$ cat config.mk
export PLATFORM = sky130hd
export DESIGN_NAME = ethernet_vlan_frame_parser_top_flat
export DESIGN_NICKNAME = d
export VERILOG_FILES = /design/src/design/evfp_pkg.sv /design/src/design/evfp_in_if.sv /design/src/design/evfp_out_if.sv /design/src/design/ethernet_vlan_frame_parser_top.sv /design/src/design/evfp_parse.sv /design/src/design/evfp_result_fifo.sv /design/src/flat_wrapper.sv
export SDC_FILE = /design/constraint.sdc
export NUM_CORES = 1
export LEC_CHECK = 0
export ABC_CLOCK_PERIOD_IN_PS = 12000
export BUFFER_PORTS_ARGS = -buffer_cell sky130_fd_sc_hd__buf_2
export CORE_ASPECT_RATIO = 1.4
export CORE_MARGIN = 2
export CORE_UTILIZATION = 62
export CTS_BUF_LIST = sky130_fd_sc_hd__clkbuf_4 sky130_fd_sc_hd__clkbuf_8
export DETAILED_ROUTE_END_ITERATION = 10
export GPL_TIMING_DRIVEN = 0
export PLACE_DENSITY_LB_ADDON = 0.08
export SYNTH_ARGS = -nofsm -noshare
export SYNTH_HDL_FRONTEND = slang
export SYNTH_SLANG_ARGS = --single-unit
$ cat constraint.sdc
create_clock -name clk -period 12 [get_ports clk]
set_input_delay 2.4 -clock clk [delete_from_list [all_inputs] [get_ports clk]]
set_output_delay 2.4 -clock clk [all_outputs]
set_load 0.005 [all_outputs]
$ cat src/design/evfp_pkg.sv
`default_nettype none

package evfp_pkg;

    localparam int LENGTH_BITS_DEFAULT = 14;
    localparam int FIFO_DEPTH_DEFAULT  = 4;

    localparam int LEN_W    = 14;
    localparam int MAXP_W   = 14;
    localparam int TAGT_W   = 16;
    localparam int CFG_IDX_W = 2;
    localparam int CFG_DATA_W = 16;
    localparam int POS_W    = 5;

    localparam logic [CFG_IDX_W-1:0] REG_MAX_PAYLOAD   = 2'd0;
    localparam logic [CFG_IDX_W-1:0] REG_VLAN_TAG_TYPE = 2'd1;

    localparam logic [MAXP_W-1:0] MAX_PAYLOAD_RESET   = 14'd1500;
    localparam logic [TAGT_W-1:0] VLAN_TAG_TYPE_RESET = 16'h8100;

    localparam logic [POS_W-1:0] DEST_END      = 5'd6;
    localparam logic [POS_W-1:0] SRC_END       = 5'd12;
    localparam logic [POS_W-1:0] TYPE_LAST     = 5'd13;
    localparam logic [POS_W-1:0] PLAIN_HEADER  = 5'd14;
    localparam logic [POS_W-1:0] TAG_END       = 5'd16;
    localparam logic [POS_W-1:0] TAGGED_HEADER = 5'd18;

    localparam logic KIND_PAYLOAD = 1'b0;
    localparam logic KIND_SUMMARY = 1'b1;

    typedef enum logic [1:0] {
        ST_OK    = 2'd0,
        ST_SHORT = 2'd1,
        ST_OVER  = 2'd2
    } status_t;

    typedef struct packed {
        logic            kind;
        logic [7:0]      payload_byte;
        logic [47:0]     dest_addr;
        logic [47:0]     source_addr;
        logic            tagged_res;
        logic [11:0]     vlan_number;
        logic [15:0]     type_field;
        logic [LEN_W-1:0] payload_length;
        status_t         status;
        logic            last;
    } res_t;

    typedef struct packed {
        logic [1:0] n;
        res_t       first;
        res_t       second;
    } push_t;

endpackage

`default_nettype wire

$ cat src/design/evfp_in_if.sv
`default_nettype none

interface evfp_in_if;
    logic       valid;
    logic       ready;
    logic [7:0] byte_value;
    logic       end_of_frame;

    modport source (output valid, output byte_value, output end_of_frame, input ready);
    modport sink   (input valid, input byte_value, input end_of_frame, output ready);
endinterface

`default_nettype wire

$ cat src/design/evfp_out_if.sv
`default_nettype none

interface evfp_out_if;
    logic        valid;
    logic        ready;
    logic        kind;
    logic [7:0]  payload_byte;
    logic [47:0] dest_addr;
    logic [47:0] source_addr;
    logic        tagged_res;
    logic [11:0] vlan_number;
    logic [15:0] type_field;
    logic [13:0] payload_length;
    logic [1:0]  status;
    logic        last;

    modport source (
        output valid, output kind, output payload_byte, output dest_addr,
        output source_addr, output tagged_res, output vlan_number, output type_field,
        output payload_length, output status, output last, input ready
    );
    modport sink (
        input valid, input kind, input payload_byte, input dest_addr,
        input source_addr, input tagged_res, input vlan_number, input type_field,
        input payload_length, input status, input last, output ready
    );
endinterface

`default_nettype wire

$ cat src/design/ethernet_vlan_frame_parser_top.sv
// Ethernet II header parser with 802.1Q VLAN tag detection.
// Channel bytes: one frame byte per transfer, end_of_frame set on the final byte.
// Channel results: one item per transfer, either a payload byte (kind 0) or the
// end-of-frame summary (kind 1) with addresses, VLAN id, ethertype, payload
// length and status. The final byte of a frame may yield both, payload first.
// Configuration: cfg_we with cfg_index 0 writes max_payload, index 1 writes
// vlan_tag_type; write only while no frame byte is in flight.
// Throughput: one byte per cycle while results are taken. A byte passes an
// input register, then the parse logic writes its results into a small
// result queue, from which a result can be taken once written. The queue drains
// one result per cycle while ready is high; a frame's extra summary is absorbed
// during the next frame's header bytes, which produce no result.
// Stall: when the receiver holds ready low the queue fills and bytes.ready
// drops once fewer than two free entries remain; no result is lost.
// Reset: registers return to max_payload 1500 and tag type 0x8100, the frame
// state clears and the result queue empties.
`default_nettype none

module ethernet_vlan_frame_parser_top #(
    parameter int LENGTH_BITS = evfp_pkg::LENGTH_BITS_DEFAULT,
    parameter int FIFO_DEPTH  = evfp_pkg::FIFO_DEPTH_DEFAULT
) (
    input  wire logic                             clk,
    input  wire logic                             rst_n,
    evfp_in_if.sink                               bytes,
    evfp_out_if.source                            results,
    input  wire logic                             cfg_we,
    input  wire logic [evfp_pkg::CFG_IDX_W-1:0]   cfg_index,
    input  wire logic [evfp_pkg::CFG_DATA_W-1:0]  cfg_data
);
    import evfp_pkg::*;

    logic [MAXP_W-1:0] max_payload_reg;
    logic [TAGT_W-1:0] vlan_tag_type_reg;
    logic              room;
    push_t             push;

    always_ff @(posedge clk or negedge rst_n)
    begin
        if (!rst_n)
        begin
            max_payload_reg   <= MAX_PAYLOAD_RESET;
            vlan_tag_type_reg <= VLAN_TAG_TYPE_RESET;
        end
        else if (cfg_we)
        begin
            unique case (cfg_index)
                REG_MAX_PAYLOAD:   max_payload_reg   <= cfg_data[MAXP_W-1:0];
                REG_VLAN_TAG_TYPE: vlan_tag_type_reg <= cfg_data[TAGT_W-1:0];
                default:           ;
            endcase
        end
    end

    evfp_parse #(
        .LENGTH_BITS (LENGTH_BITS)
    ) u_parse (
        .clk           (clk),
        .rst_n         (rst_n),
        .bytes         (bytes),
        .room          (room),
        .max_payload   (max_payload_reg),
        .vlan_tag_type (vlan_tag_type_reg),
        .push          (push)
    );

    evfp_result_fifo #(
        .DEPTH (FIFO_DEPTH)
    ) u_fifo (
        .clk     (clk),
        .rst_n   (rst_n),
        .push    (push),
        .room    (room),
        .results (results)
    );

endmodule

`default_nettype wire

$ cat src/design/evfp_parse.sv
`default_nettype none

module evfp_parse #(
    parameter int LENGTH_BITS = 14
) (
    input  wire logic                         clk,
    input  wire logic                         rst_n,
    evfp_in_if.sink                           bytes,
    input  wire logic                         room,
    input  wire logic [evfp_pkg::MAXP_W-1:0]  max_payload,
    input  wire logic [evfp_pkg::TAGT_W-1:0]  vlan_tag_type,
    output evfp_pkg::push_t                   push
);
    import evfp_pkg::*;

    localparam int CMP_W = (LENGTH_BITS > LEN_W) ? LENGTH_BITS : LEN_W;
    localparam logic [LENGTH_BITS-1:0] COUNT_TOP = '1;

    logic       s1_valid_reg;
    logic [7:0] s1_byte_reg;
    logic       s1_eof_reg;
    logic       advance;

    logic [POS_W-1:0]       pos_reg, pos_next;
    logic [47:0]            dest_reg, dest_next;
    logic [47:0]            src_reg, src_next;
    logic [15:0]            ftw_reg, ftw_next;
    logic                   tag_reg, tag_next;
    logic [11:0]            tag_id_reg, tag_id_next;
    logic [15:0]            type_reg, type_next;
    logic [LENGTH_BITS-1:0] cnt_reg, cnt_next;
    logic                   ovf_reg, ovf_next;

    logic [POS_W-1:0] hdr_len;
    logic [CMP_W-1:0] cnt_ext;
    logic [CMP_W-1:0] cnt_ext_next;
    logic [CMP_W-1:0] max_ext;
    logic             pay_hit;
    logic             complete;
    res_t             pay_res;
    res_t             sum_res;

    assign advance     = s1_valid_reg && room;
    assign bytes.ready = !s1_valid_reg || room;

    assign hdr_len = tag_reg ? TAGGED_HEADER : PLAIN_HEADER;
    assign cnt_ext = CMP_W'(cnt_reg);
    assign max_ext = CMP_W'(max_payload);

    always_ff @(posedge clk or negedge rst_n)
    begin
        if (!rst_n)
        begin
            s1_valid_reg <= 1'b0;
        end
        else if (bytes.ready)
        begin
            s1_valid_reg <= bytes.valid;
        end
    end

    always_ff @(posedge clk)
    begin
        if (bytes.valid && bytes.ready)
        begin
            s1_byte_reg <= bytes.byte_value;
            s1_eof_reg  <= bytes.end_of_frame;
        end
    end

    always_comb
    begin
        pos_next     = pos_reg;
        dest_next    = dest_reg;
        src_next     = src_reg;
        ftw_next     = ftw_reg;
        tag_next     = tag_reg;
        tag_id_next  = tag_id_reg;
        type_next    = type_reg;
        cnt_next     = cnt_reg;
        ovf_next     = ovf_reg;
        pay_hit      = 1'b0;
        complete     = 1'b0;
        cnt_ext_next = '0;
        pay_res      = '0;
        sum_res      = '0;
        push         = '0;
        if (advance)
        begin
            if (pos_reg < hdr_len)
            begin
                if (pos_reg < DEST_END)
                begin
                    dest_next = {dest_reg[39:0], s1_byte_reg};
                end
                else if (pos_reg < SRC_END)
                begin
                    src_next = {src_reg[39:0], s1_byte_reg};
                end
                else if (pos_reg < PLAIN_HEADER)
                begin
                    ftw_next = {ftw_reg[7:0], s1_byte_reg};
                    if (pos_reg == TYPE_LAST)
                    begin
                        tag_next = ({ftw_reg[7:0], s1_byte_reg} == vlan_tag_type);
                    end
                end
                else if (pos_reg < TAG_END)
                begin
                    tag_id_next = {tag_id_reg[3:0], s1_byte_reg};
                end
                else
                begin
                    type_next = {type_reg[7:0], s1_byte_reg};
                end
                pos_next = pos_reg + POS_W'(1);
            end
            else
            begin
                if (cnt_ext >= max_ext)
                begin
                    ovf_next = 1'b1;
                end
                else
                begin
                    pay_hit = 1'b1;
                end
                if (cnt_reg != COUNT_TOP)
                begin
                    cnt_next = cnt_reg + LENGTH_BITS'(1);
                end
            end

            pay_res.kind         = KIND_PAYLOAD;
            pay_res.payload_byte = s1_byte_reg;
            pay_res.status       = ST_OK;
            pay_res.last         = !s1_eof_reg;

            complete     = pos_next >= (tag_next ? TAGGED_HEADER : PLAIN_HEADER);
            cnt_ext_next = CMP_W'(cnt_next);
            sum_res.kind = KIND_SUMMARY;
            sum_res.last = 1'b1;
            if (complete)
            begin
                sum_res.dest_addr      = dest_next;
                sum_res.source_addr    = src_next;
                sum_res.tagged_res     = tag_next;
                sum_res.vlan_number    = tag_next ? tag_id_next : 12'd0;
                sum_res.type_field     = tag_next ? type_next : ftw_next;
                sum_res.payload_length = cnt_ext_next[LEN_W-1:0];
                sum_res.status         = ovf_next ? ST_OVER : ST_OK;
            end
            else
            begin
                sum_res.status = ST_SHORT;
            end

            if (pay_hit)
            begin
                push.first  = pay_res;
                push.second = sum_res;
                push.n      = s1_eof_reg ? 2'd2 : 2'd1;
            end
            else if (s1_eof_reg)
            begin
                push.first = sum_res;
                push.n     = 2'd1;
            end

            if (s1_eof_reg)
            begin
                pos_next    = '0;
                dest_next   = '0;
                src_next    = '0;
                ftw_next    = '0;
                tag_next    = 1'b0;
                tag_id_next = '0;
                type_next   = '0;
                cnt_next    = '0;
                ovf_next    = 1'b0;
            end
        end
    end

    always_ff @(posedge clk or negedge rst_n)
    begin
        if (!rst_n)
        begin
            pos_reg    <= '0;
            dest_reg   <= '0;
            src_reg    <= '0;
            ftw_reg    <= '0;
            tag_reg    <= 1'b0;
            tag_id_reg <= '0;
            type_reg   <= '0;
            cnt_reg    <= '0;
            ovf_reg    <= 1'b0;
        end
        else
        begin
            pos_reg    <= pos_next;
            dest_reg   <= dest_next;
            src_reg    <= src_next;
            ftw_reg    <= ftw_next;
            tag_reg    <= tag_next;
            tag_id_reg <= tag_id_next;
            type_reg   <= type_next;
            cnt_reg    <= cnt_next;
            ovf_reg    <= ovf_next;
        end
    end

endmodule

`default_nettype wire

$ cat src/design/evfp_result_fifo.sv
`default_nettype none

module evfp_result_fifo #(
    parameter int DEPTH = 4
) (
    input  wire logic        clk,
    input  wire logic        rst_n,
    input  wire evfp_pkg::push_t push,
    output logic             room,
    evfp_out_if.source       results
);
    import evfp_pkg::*;

    localparam int PTR_W = (DEPTH > 2) ? $clog2(DEPTH) : 1;
    localparam int CNT_W = $clog2(DEPTH + 1);
    localparam logic [PTR_W-1:0] PTR_LAST = PTR_W'(DEPTH - 1);

    res_t             mem_reg [DEPTH];
    logic [PTR_W-1:0] wr_ptr_reg, wr_ptr_next;
    logic [PTR_W-1:0] rd_ptr_reg, rd_ptr_next;
    logic [CNT_W-1:0] count_reg, count_next;
    logic [PTR_W-1:0] wr_ptr_1;
    logic [PTR_W-1:0] wr_ptr_2;
    logic             pop;
    res_t             head;

    assign room = count_reg <= CNT_W'(DEPTH - 2);
    assign pop  = results.valid && results.ready;
    assign head = mem_reg[rd_ptr_reg];

    assign wr_ptr_1 = (wr_ptr_reg == PTR_LAST) ? '0 : wr_ptr_reg + PTR_W'(1);
    assign wr_ptr_2 = (wr_ptr_1 == PTR_LAST) ? '0 : wr_ptr_1 + PTR_W'(1);

    always_comb
    begin
        wr_ptr_next = wr_ptr_reg;
        rd_ptr_next = rd_ptr_reg;
        case (push.n)
            2'd1:    wr_ptr_next = wr_ptr_1;
            2'd2:    wr_ptr_next = wr_ptr_2;
            default: wr_ptr_next = wr_ptr_reg;
        endcase
        if (pop)
        begin
            rd_ptr_next = (rd_ptr_reg == PTR_LAST) ? '0 : rd_ptr_reg + PTR_W'(1);
        end
        count_next = count_reg + CNT_W'(push.n) - CNT_W'(pop);
    end

    always_ff @(posedge clk or negedge rst_n)
    begin
        if (!rst_n)
        begin
            wr_ptr_reg <= '0;
            rd_ptr_reg <= '0;
            count_reg  <= '0;
        end
        else
        begin
            wr_ptr_reg <= wr_ptr_next;
            rd_ptr_reg <= rd_ptr_next;
            count_reg  <= count_next;
        end
    end

    always_ff @(posedge clk)
    begin
        if (push.n != 2'd0)
        begin
            mem_reg[wr_ptr_reg] <= push.first;
        end
        if (push.n == 2'd2)
        begin
            mem_reg[wr_ptr_1] <= push.second;
        end
    end

    assign results.valid          = count_reg != '0;
    assign results.kind           = head.kind;
    assign results.payload_byte   = head.payload_byte;
    assign results.dest_addr      = head.dest_addr;
    assign results.source_addr    = head.source_addr;
    assign results.tagged_res     = head.tagged_res;
    assign results.vlan_number    = head.vlan_number;
    assign results.type_field     = head.type_field;
    assign results.payload_length = head.payload_length;
    assign results.status         = head.status;
    assign results.last           = head.last;

endmodule

`default_nettype wire

$ cat src/flat_wrapper.sv
// flat-port wrapper written by rule: the top's interface ports become plain ports
module ethernet_vlan_frame_parser_top_flat import evfp_pkg::*;
#(
    parameter int LENGTH_BITS = evfp_pkg::LENGTH_BITS_DEFAULT,
    parameter int FIFO_DEPTH  = evfp_pkg::FIFO_DEPTH_DEFAULT
)
  (clk, rst_n, cfg_we, cfg_index, cfg_data, bytes_valid, bytes_byte_value, bytes_end_of_frame, bytes_ready, results_valid, results_kind, results_payload_byte, results_dest_addr, results_source_addr, results_tagged_res, results_vlan_number, results_type_field, results_payload_length, results_status, results_last, results_ready);
  evfp_in_if bytes_i ();
  evfp_out_if results_i ();
  input  wire logic clk;
  input  wire logic rst_n;
  input  wire logic cfg_we;
  input  wire logic [evfp_pkg::CFG_IDX_W-1:0] cfg_index;
  input  wire logic [evfp_pkg::CFG_DATA_W-1:0] cfg_data;
  input wire logic [$bits(bytes_i.valid)-1:0] bytes_valid;
  input wire logic [$bits(bytes_i.byte_value)-1:0] bytes_byte_value;
  input wire logic [$bits(bytes_i.end_of_frame)-1:0] bytes_end_of_frame;
  output wire logic [$bits(bytes_i.ready)-1:0] bytes_ready;
  output wire logic [$bits(results_i.valid)-1:0] results_valid;
  output wire logic [$bits(results_i.kind)-1:0] results_kind;
  output wire logic [$bits(results_i.payload_byte)-1:0] results_payload_byte;
  output wire logic [$bits(results_i.dest_addr)-1:0] results_dest_addr;
  output wire logic [$bits(results_i.source_addr)-1:0] results_source_addr;
  output wire logic [$bits(results_i.tagged_res)-1:0] results_tagged_res;
  output wire logic [$bits(results_i.vlan_number)-1:0] results_vlan_number;
  output wire logic [$bits(results_i.type_field)-1:0] results_type_field;
  output wire logic [$bits(results_i.payload_length)-1:0] results_payload_length;
  output wire logic [$bits(results_i.status)-1:0] results_status;
  output wire logic [$bits(results_i.last)-1:0] results_last;
  input wire logic [$bits(results_i.ready)-1:0] results_ready;
  assign bytes_i.valid = bytes_valid;
  assign bytes_i.byte_value = bytes_byte_value;
  assign bytes_i.end_of_frame = bytes_end_of_frame;
  assign bytes_ready = bytes_i.ready;
  assign results_valid = results_i.valid;
  assign results_kind = results_i.kind;
  assign results_payload_byte = results_i.payload_byte;
  assign results_dest_addr = results_i.dest_addr;
  assign results_source_addr = results_i.source_addr;
  assign results_tagged_res = results_i.tagged_res;
  assign results_vlan_number = results_i.vlan_number;
  assign results_type_field = results_i.type_field;
  assign results_payload_length = results_i.payload_length;
  assign results_status = results_i.status;
  assign results_last = results_i.last;
  assign results_i.ready = results_ready;
  ethernet_vlan_frame_parser_top #(.LENGTH_BITS(LENGTH_BITS), .FIFO_DEPTH(FIFO_DEPTH)) u_core (.clk(clk), .rst_n(rst_n), .bytes(bytes_i), .results(results_i), .cfg_we(cfg_we), .cfg_index(cfg_index), .cfg_data(cfg_data));
endmodule
==> results of run 1 <==
-- per-stage QoR --
stage	hold WS [ns]	total power [mW]	utilization	instances
6_report	0.473	7.91	0.703	3885
5_1_grt	0.487	8.20	0.703	3885
4_1_cts	0.471	7.94	0.703	3884
3_5_place_dp	0.455	5.69	0.662	3664
3_3_place_gp	0.443	5.70	0.659	3659
2_1_floorplan	0.437	4.80	-	2665
-- power breakdown --
part           internal [mW]  switching (mW)  total, mW
clock network           1.20            1.07       2.27
logic                  0.935            1.24       2.18
registers               3.31           0.149       3.46
total                   5.45            2.46       7.91
-- area by class of cell --
class | instances | area, um2 | share of cell area
antenna | 1 | 2.50 | 0.0000595
buffer | 268 | 1470 | 0.0349
clock buffer | 176 | 2130 | 0.0508
clock inverter | 44 | 303 | 0.00720
inverter | 39 | 176 | 0.00420
multi-input combinational | 1546 | 12800 | 0.304
sequential | 812 | 23100 | 0.549
tap | 810 | 1010 | 0.0241
timing repair buffer | 189 | 1070 | 0.0254
-- worst reg2reg max path, cell delays in order, from the launching register on --
cell,delay [ns]
dfrtp_1,0.43
inv_1,0.13
ha_1,0.30
nand2b_1,0.14
a21oi_1,0.15
o221ai_1,0.16
a221o_1,0.52
buf_2,0.28
or2_2,0.32
ha_1,0.33
nand2b_1,0.20
ha_1,0.23
clkbuf_1,0.19
nand2_1,0.19
a21boi_1,1.02
inv_8,0.48
buf_16,0.43
-- worst max-delay path by stage --
stage | depth (start not counted) | end
after floorplan | 16 | u_core.u_fifo.mem_reg[1][0]
after global placement | 16 | u_core.u_fifo.mem_reg[1][74]
after detailed placement | 16 | u_core.u_fifo.mem_reg[2][119]
after CTS | 5 | results_dest_addr[46]
after global routing | 5 | results_dest_addr[46]
final | 5 | results_dest_addr[46]
-- cells in the mapped netlist (5+ instances only) --
library cell,instances
ha_1,37
or3_1,5
nor2_1,19
a211oi_1,121
mux4_2,151
a22o_1,104
a32o_1,33
edfxtp_1,581
and2_1,7
buf_1,23
nand2_2,21
or2_2,14
inv_1,39
dfstp_2,9
o21ai_0,84
xnor2_1,23
buf_2,64
mux2_2,111
nand2_1,183
mux2_4,20
a21oi_1,463
mux2i_1,45
xor2_1,10
dfxtp_1,32
nand3_1,10
nor3_1,8
clkbuf_1,128
nand2b_1,7
nand4_1,9
dfrtp_1,190
buf_6,48
-- routing by layer --
layer	global-route usage	vias to the layer above
met5	0	-
met4	0.202	0
met3	0.0565	313
met2	0.570	1253
met1	0.403	12800
li1	-	11000
-- cell families after synthesis --
group                      synth area share
and+or+nand+nor                      0.0398
buffers and inverters                0.0430
AOI/OAI and AO/OA                     0.137
xor gates and xnor gates            0.00771
muxes                                 0.144
DFF                                   0.616
adders and majority gates            0.0129
==> run summary, run 1 <==
In this run the worst path has a maximum fanout of 10. The via density per instance is 6.52. After legalization and detailed placement, the total HPWL measured 67.1 mm. The cell family contributing the most delay on the critical path is buffers and inverters. The pin count of the biggest net entering global routing is 123. The peak ir drop on the vdd network is 0.154 mV. The number of flip-flops in the largest register came out at 604.

The overall die height is 295 um. Of the post-synthesis cell area, the dominant cell type holds 0.465. edfxtp_1 takes more of the synthesized area than any other cell. The worst hold path begins at u_core.u_fifo.mem_reg[2][147].

In this run the top signal layer used is met4. The via count of the routed design came out at 25,300. The data arrival time at the worst-slack endpoint came out at 3.96 ns. The critical path startpoint is u_core.u_fifo.rd_ptr_reg[0].

TritonCTS built the clock tree. The kind of critical path is reg2out. In the global route stage, overall resource usage came out at 0.335. The headroom to the max-slew limit came out at 0.155. After clock tree synthesis, the clock-pin slew on the worst setup and hold paths is 0.06 ns.

The H-tree level count came out at 3. The detailed router's first-iteration violation count is 2,120. The worst setup path is captured at an output port. The number of top-level pins came out at 185.

The global-route wire length before repair is 155 mm. The final count of hold timing violations came out at 0. The initial antenna violation count came out at 1. The quantity of I/O buffers inserted on ports is 184. The final weighted congestion of routability-driven global placement came out at 0.863. The transition time at the pin with the least slew margin is 1.26 ns.

Clock tree synthesis found a total of 812 sinks. In this run the worst hold path is classified as reg2reg. The register-to-register path setup slack came out at 6.14 ns. The net count of the finished layout is 3,043.

The flow ran to the end, and the final reports show no timing, DRC or antenna violations. The sequential-to-total area share from yosys stat came out at 0.616. The library cell used as clock root buffer is clkbuf_8.

The number of buffers inserted for hold repair after clock tree synthesis is 0. The post-synthesis instance total came out at 2,665. The worst slack at placement is 6.27 ns. The number of violations of the max-capacitance limit is 0. The accumulated negative setup slack is 0 ns. Summed over all nets, wire length on met2 after detailed routing comes to 52.1 mm.

The detailed-route DRC error count came out at 0. The synthesized area per cell came out at 14.1 um2. The die boundary width came out at 212 um.

In this run, distinct cell masters in the synthesized netlist total 63. In this run the critical register-to-register path is launched from u_core.u_parse.cnt_ext[0]. The depth of the most critical reg-to-reg path came out at 16. The insertion delay to the later sink of the worst-skew pair is 0.76 ns.

Before antenna repair, the detailed router went through 6 iterations. The routed wire length came out at 103 mm. The via count of the first global-routing pass came out at 26,600. In the layout the commonest cells are edfxtp_1 (581), a21oi_1 (463), buf_2 (247), dfrtp_1 (190), nand2_1 (183). The fraction of synthesis flops using an asynchronous set or reset pin came out at 0.245. The effective utilization at floorplan is 0.627. The endpoint identified for the worst register-to-register timing path is u_core.u_fifo.mem_reg[2][112]. Leaving out fill and tap cells, the most frequent cell in the layout is edfxtp_1. After detailed routing, the average wire length per cell comes to 26.5 um. The total congestion overflow is 0.

The power density over cell area is 188 nW/um2. In the post-synthesis netlist, the biggest area contributors are edfxtp_1 (47%), dfrtp_1 (13%), mux4_2 (9.1%), a21oi_1 (6.2%), mux2_2 (3.3%). The number of standard-cell rows in the floorplan came out at 106.

In the finished design, the share of the clock period the worst path needs comes to 0.530. The total of cells resized after clock tree synthesis is 0. The final standard cell area without fillers came out at 42,000 um2.

After detailed placement, the total cell area comes to 39,600 um2. The die covers 62,500 um2. The synthesized design contains 581 enable-type register cells.

STA classifies the critical path startpoint as a flop. The largest single stage delay on the critical path is 0.75 ns. The area inside the core boundary is 59,800 um2. The final critical-path required period came out at 6.36 ns. The layout overhead on the synthesized area is 12.1%. The cell with the largest stage delay on the worst path is buf_1. The analysis attributes to cell leakage a power of 14.8 nW.

Traced cell by cell, the critical path runs through clkbuf_1, buf_2, buf_1, mux4_2, buf_2. The post-CTS setup buffer count is 0. Clock skew on the completed layout was measured at 0.0253 ns. TritonCTS created 117 clock buffers. The data required time at the worst endpoint is 9.60 ns. The worst min-delay path endpoint is u_core.u_fifo.mem_reg[2][147]. After synthesis the cells add up to 37,500 um2. The number of nets in the synthesized netlist is 2,735. The count of antenna-violating nets left after detailed routing is 0. The number of inserted filler cells in the final layout came out at 4,211.

The maximum frequency from static timing analysis is 157 MHz. The met1 routed wirelength after detailed routing is 36.9 mm. The buffer and inverter count on the worst path came out at 4. The met3 wirelength from detailed routing is 7.67 mm. Along the worst hold path, the cell count comes to 1.

The clock tree buffer depth is 3. Setup violations remaining at the end of the flow were counted as 0. The most numerous cell on the critical path is buf_2.

The primary flip-flop cell chosen by synthesis mapping is edfxtp_1. Setup slack on the critical path of the routed design comes to 5.64 ns. The fraction of layout cells with a size suffix above 1 came out at 0.276. Setup repair after global routing left no endpoint under its margin. The synthesized flop and latch total came out at 812. The max-slew violation count came out at 0.

For this run, the number of Yosys warnings is 0.
No activity file was read; power rests on OpenSTA's default activity.
==> inputs of run 2 (changes only) <==
--- a/config.mk
+++ b/config.mk
@@ -5,7 +5,8 @@
 export SDC_FILE = /design/constraint.sdc
 export NUM_CORES = 1
 export LEC_CHECK = 0
-export ABC_CLOCK_PERIOD_IN_PS = 12000
+export ABC_AREA = 1
+export ABC_CLOCK_PERIOD_IN_PS = 6700
 export BUFFER_PORTS_ARGS = -buffer_cell sky130_fd_sc_hd__buf_2
 export CORE_ASPECT_RATIO = 1.4
 export CORE_MARGIN = 2
==> constraint.sdc (replaced) <==
create_clock -name clk -period 6.7 [get_ports clk]
set_input_delay 1.34 -clock clk [delete_from_list [all_inputs] [get_ports clk]]
set_output_delay 1.34 -clock clk [all_outputs]
set_load 0.005 [all_outputs]
==> run 2 against run 1 <==
Against the previous run: largest cell class unchanged; non-clock buffer count shrank 6; cell count grew 25%; cell area shrank 1.3%; highest routed layer unchanged; global-route usage grew 1.6 points; utilization grew 0.38 points; critical path type unchanged; the flow now finishes with violations (max-capacitance violations, max-slew violations); synthesized cell count grew 39%; area after synthesis shrank 1.8%; sequential power grew 88%; routed wire length grew 4.7%; clock-buffer cell count shrank 17; clock power grew 81%; largest power group unchanged.
==> run summary, run 2 <==
The run finished, with violations left. The final reports fail on max-capacitance violations, max-slew violations. Relative to the synthesized area, the layout overhead comes to 12.7%. The insertion delay to the later sink of the worst-skew pair is 0.75 ns.

The maximum frequency from static timing analysis is 176 MHz. The total power draw is 16.1 mW. The pre-antenna-repair detailed-routing pass consisted of 6 iterations. The root buffer cell chosen for the clock tree is clkbuf_8. Entering global routing, the biggest net connects 115 pins.

The number of nets in the synthesized netlist is 3,767. The clock-pin transition on the worst setup and hold timing paths is 0.07 ns. The area inside the core boundary came out at 58,700 um2. The number of instances in the placed design came out at 4,644. edfxtp_1 takes more of the synthesized area than any other cell. The floorplan die area is 61,400 um2. The per-cell routed wire length is 22.1 um. The number of synthesized flops with an enable pin came out at 581. The via density per instance is 6.00. Data on the critical path arrives at its endpoint at 4.34 ns. The max-slew violation count came out at 11.

Counting flops with an async set or reset pin after synthesis yields a share of 0.245. The synthesized flop and latch total came out at 812. Leaving out filler cells and counting taps, the final layout contains 4,868.

The number of different library cells used by synthesis comes to 44. The fraction of layout cells with a size suffix above 1 came out at 0.151. STA classifies the critical path startpoint as a flop. The headroom to the max-slew limit came out at -0.0349. The total half-perimeter wirelength after legalization and detailed placement is 71.7 mm. The detailed router's first-iteration violation count is 3,007. The global-route wire length before repair came out at 163 mm. The number of top-level pins came out at 185. The clock skew after layout is 0.0250 ns. The overall die height is 292 um. The quantity of I/O buffers inserted on ports is 184. The clock sink total is 812. The post-CTS setup buffer count is 0.

Traced cell by cell, the critical path runs through buf_2, inv_1, clkbuf_1, clkbuf_1, nor2_1, o22ai_1, buf_2. The library cell used most frequently in the layout, excluding fill and tap cells, is nor2_1. nor2_1 is the most common cell in the netlist.

The power density over cell area is 388 nW/um2. The largest driver fanout on the critical path is 10. The highest cell delay on the worst timing path came out at 0.98 ns. The share of synthesized area in the top cell type comes to 0.474. The number of standard-cell rows in the floorplan is 105. Sorting the synthesized cells by area gives the leading types as edfxtp_1 (47%), dfrtp_1 (13%), nor2_1 (8.8%), o21ai_0 (7.4%), o22ai_1 (4.2%). At the pin with the least slew margin, the transition time is 1.55 ns. TritonCTS built the clock tree. For this design, the slowest cell found on the critical path is clkbuf_1.

The analysis attributes to cell leakage a power of 15.1 nW. Setup repair after global routing left no endpoint under its margin. In this run the number of H-tree levels came out at 3. After synthesis, the most frequently instantiated cells are nor2_1 (859), edfxtp_1 (581), o21ai_0 (547). The via count of the routed design is 29,200. The count of nets left with antenna violations once routing finished came out at 0.

The synthesized area per cell came out at 9.96 um2. The number of warnings reported in the yosys synthesis log came out at 0. The net count of the finished layout is 4,084. In the finished design, the share of the clock period the worst path needs comes to 0.848. The total clock buffers created by CTS came out at 117. The final count of hold timing violations is 0. The detailed-route DRC error count came out at 0.

The data required time at the worst endpoint came out at 5.36 ns. In the layout the commonest cells are nor2_1 (859), edfxtp_1 (581), o21ai_0 (547), nand2_1 (384), buf_2 (270). The routed wire length is 108 mm. Setup violations remaining at the end of the flow were counted as 0. The register with the most flip-flops in the layout has 604 of them. After layout, the minimum clock period comes to 5.68 ns. The total congestion overflow is 0. The most used flip-flop cell after synthesis is edfxtp_1. The aggregate global-route resource usage came out at 0.351. At the end of routability-driven placement, the weighted congestion stood at 0.926.

The final core utilization is 0.707. The cell area after synthesis is 36,800 um2. The initial antenna violation count was 1. The peak ir drop on the vdd network is 0.269 mV.

The post-synthesis instance total came out at 3,697. The tool flagged a number of max-cap violations equal to 2. Of the synthesized area, sequential elements account for 0.627. The clock tree buffer depth is 3. The die is 210 um wide. The tightest min-delay check is of the reg2reg type.

The worst setup path is captured at an output port. The via count of the first global-routing pass came out at 28,700. The total of cells resized after clock tree synthesis is 0.

The kind of critical path is reg2out. For this configuration, the core starts out at a cell density of 0.627. The number of buffers inserted for hold repair after clock tree synthesis came out at 0.
==> run 2: routing by layer <==
layer | wire, um | global-route usage | vias up
met5 | 0 | 0 | -
met4 | 5660 | 0.182 | 0
met3 | 9370 | 0.0575 | 320
met2 | 52300 | 0.579 | 1509
met1 | 40300 | 0.450 | 14000
li1 | - | - | 13400
==> run 2: cell families after synthesis <==
group | synth area share
flops | 0.627
buf+inv | 0.0571
simple gates | 0.157
compound gates | 0.139
fa+ha+maj | 0.0131
mux | 0.000306
xor+xnor | 0.00690
==> run 2: path summary, 6_finish.rpt <==
check / start / to / slack [ns] / depth (start not counted)
setup / recovery: u_core.u_fifo.rd_ptr_reg[0] / results_status[0] / 1.02 / 7
hold reg to reg: u_core.u_fifo.mem_reg[3][142] / u_core.u_fifo.mem_reg[3][142] / 0.48 / 2
min in group asynchronous: rst_n / u_core.vlan_tag_type_reg[6] / 0.61 / 1
hold / removal: u_core.u_fifo.mem_reg[3][142] / u_core.u_fifo.mem_reg[3][142] / 0.48 / 2
setup reg to reg: u_core.max_payload_reg[4] / u_core.u_fifo.mem_reg[0][63] / 1.83 / 17
max in group asynchronous: rst_n / u_core.u_parse.src_reg[39] / 5.03 / 2
==> run 2: through the flow <==
step / instance area, um2 / worst slack [ns] / hold slack [ns] / setup TNS [ns]
after floorplan: 36800 / 0.156 / 0.448 / 0
after global placement: 38700 / -3.46 / 0.457 / -1697.48
after detailed placement: 39100 / 1.84 / 0.466 / 0
after CTS: 41500 / 1.06 / 0.477 / 0
after global routing: 41500 / 1.00 / 0.503 / 0
final: 41500 / 1.02 / 0.476 / 0
==> run 2: cell type report <==
class	instances	area (um2)
diodes	1	2.50
plain buffers	253	1160
clock buffers	159	1990
clock inverters	64	448
fillers	4611	17200
inverters	249	942
multi-input cells	2383	11700
flip-flops and latches	812	23100
well taps	749	937
repair buffers	198	1280
==> run 2: power by group <==
group          leakage [nW]  internal [mW]  switching [mW]
registers              8.18           6.14           0.352
logic                  5.65           1.60            3.87
clock network          1.30           2.16            1.96
==> run 2: critical path, delay by kind of cell, from the launching register on <==
| family | cells | cell delay (ns) |
|---|---|---|
| simple gates | 1 | 0.08 |
| flops | 1 | 0.60 |
| buf+inv | 5 | 2.46 |
| compound gates | 1 | 0.44 |
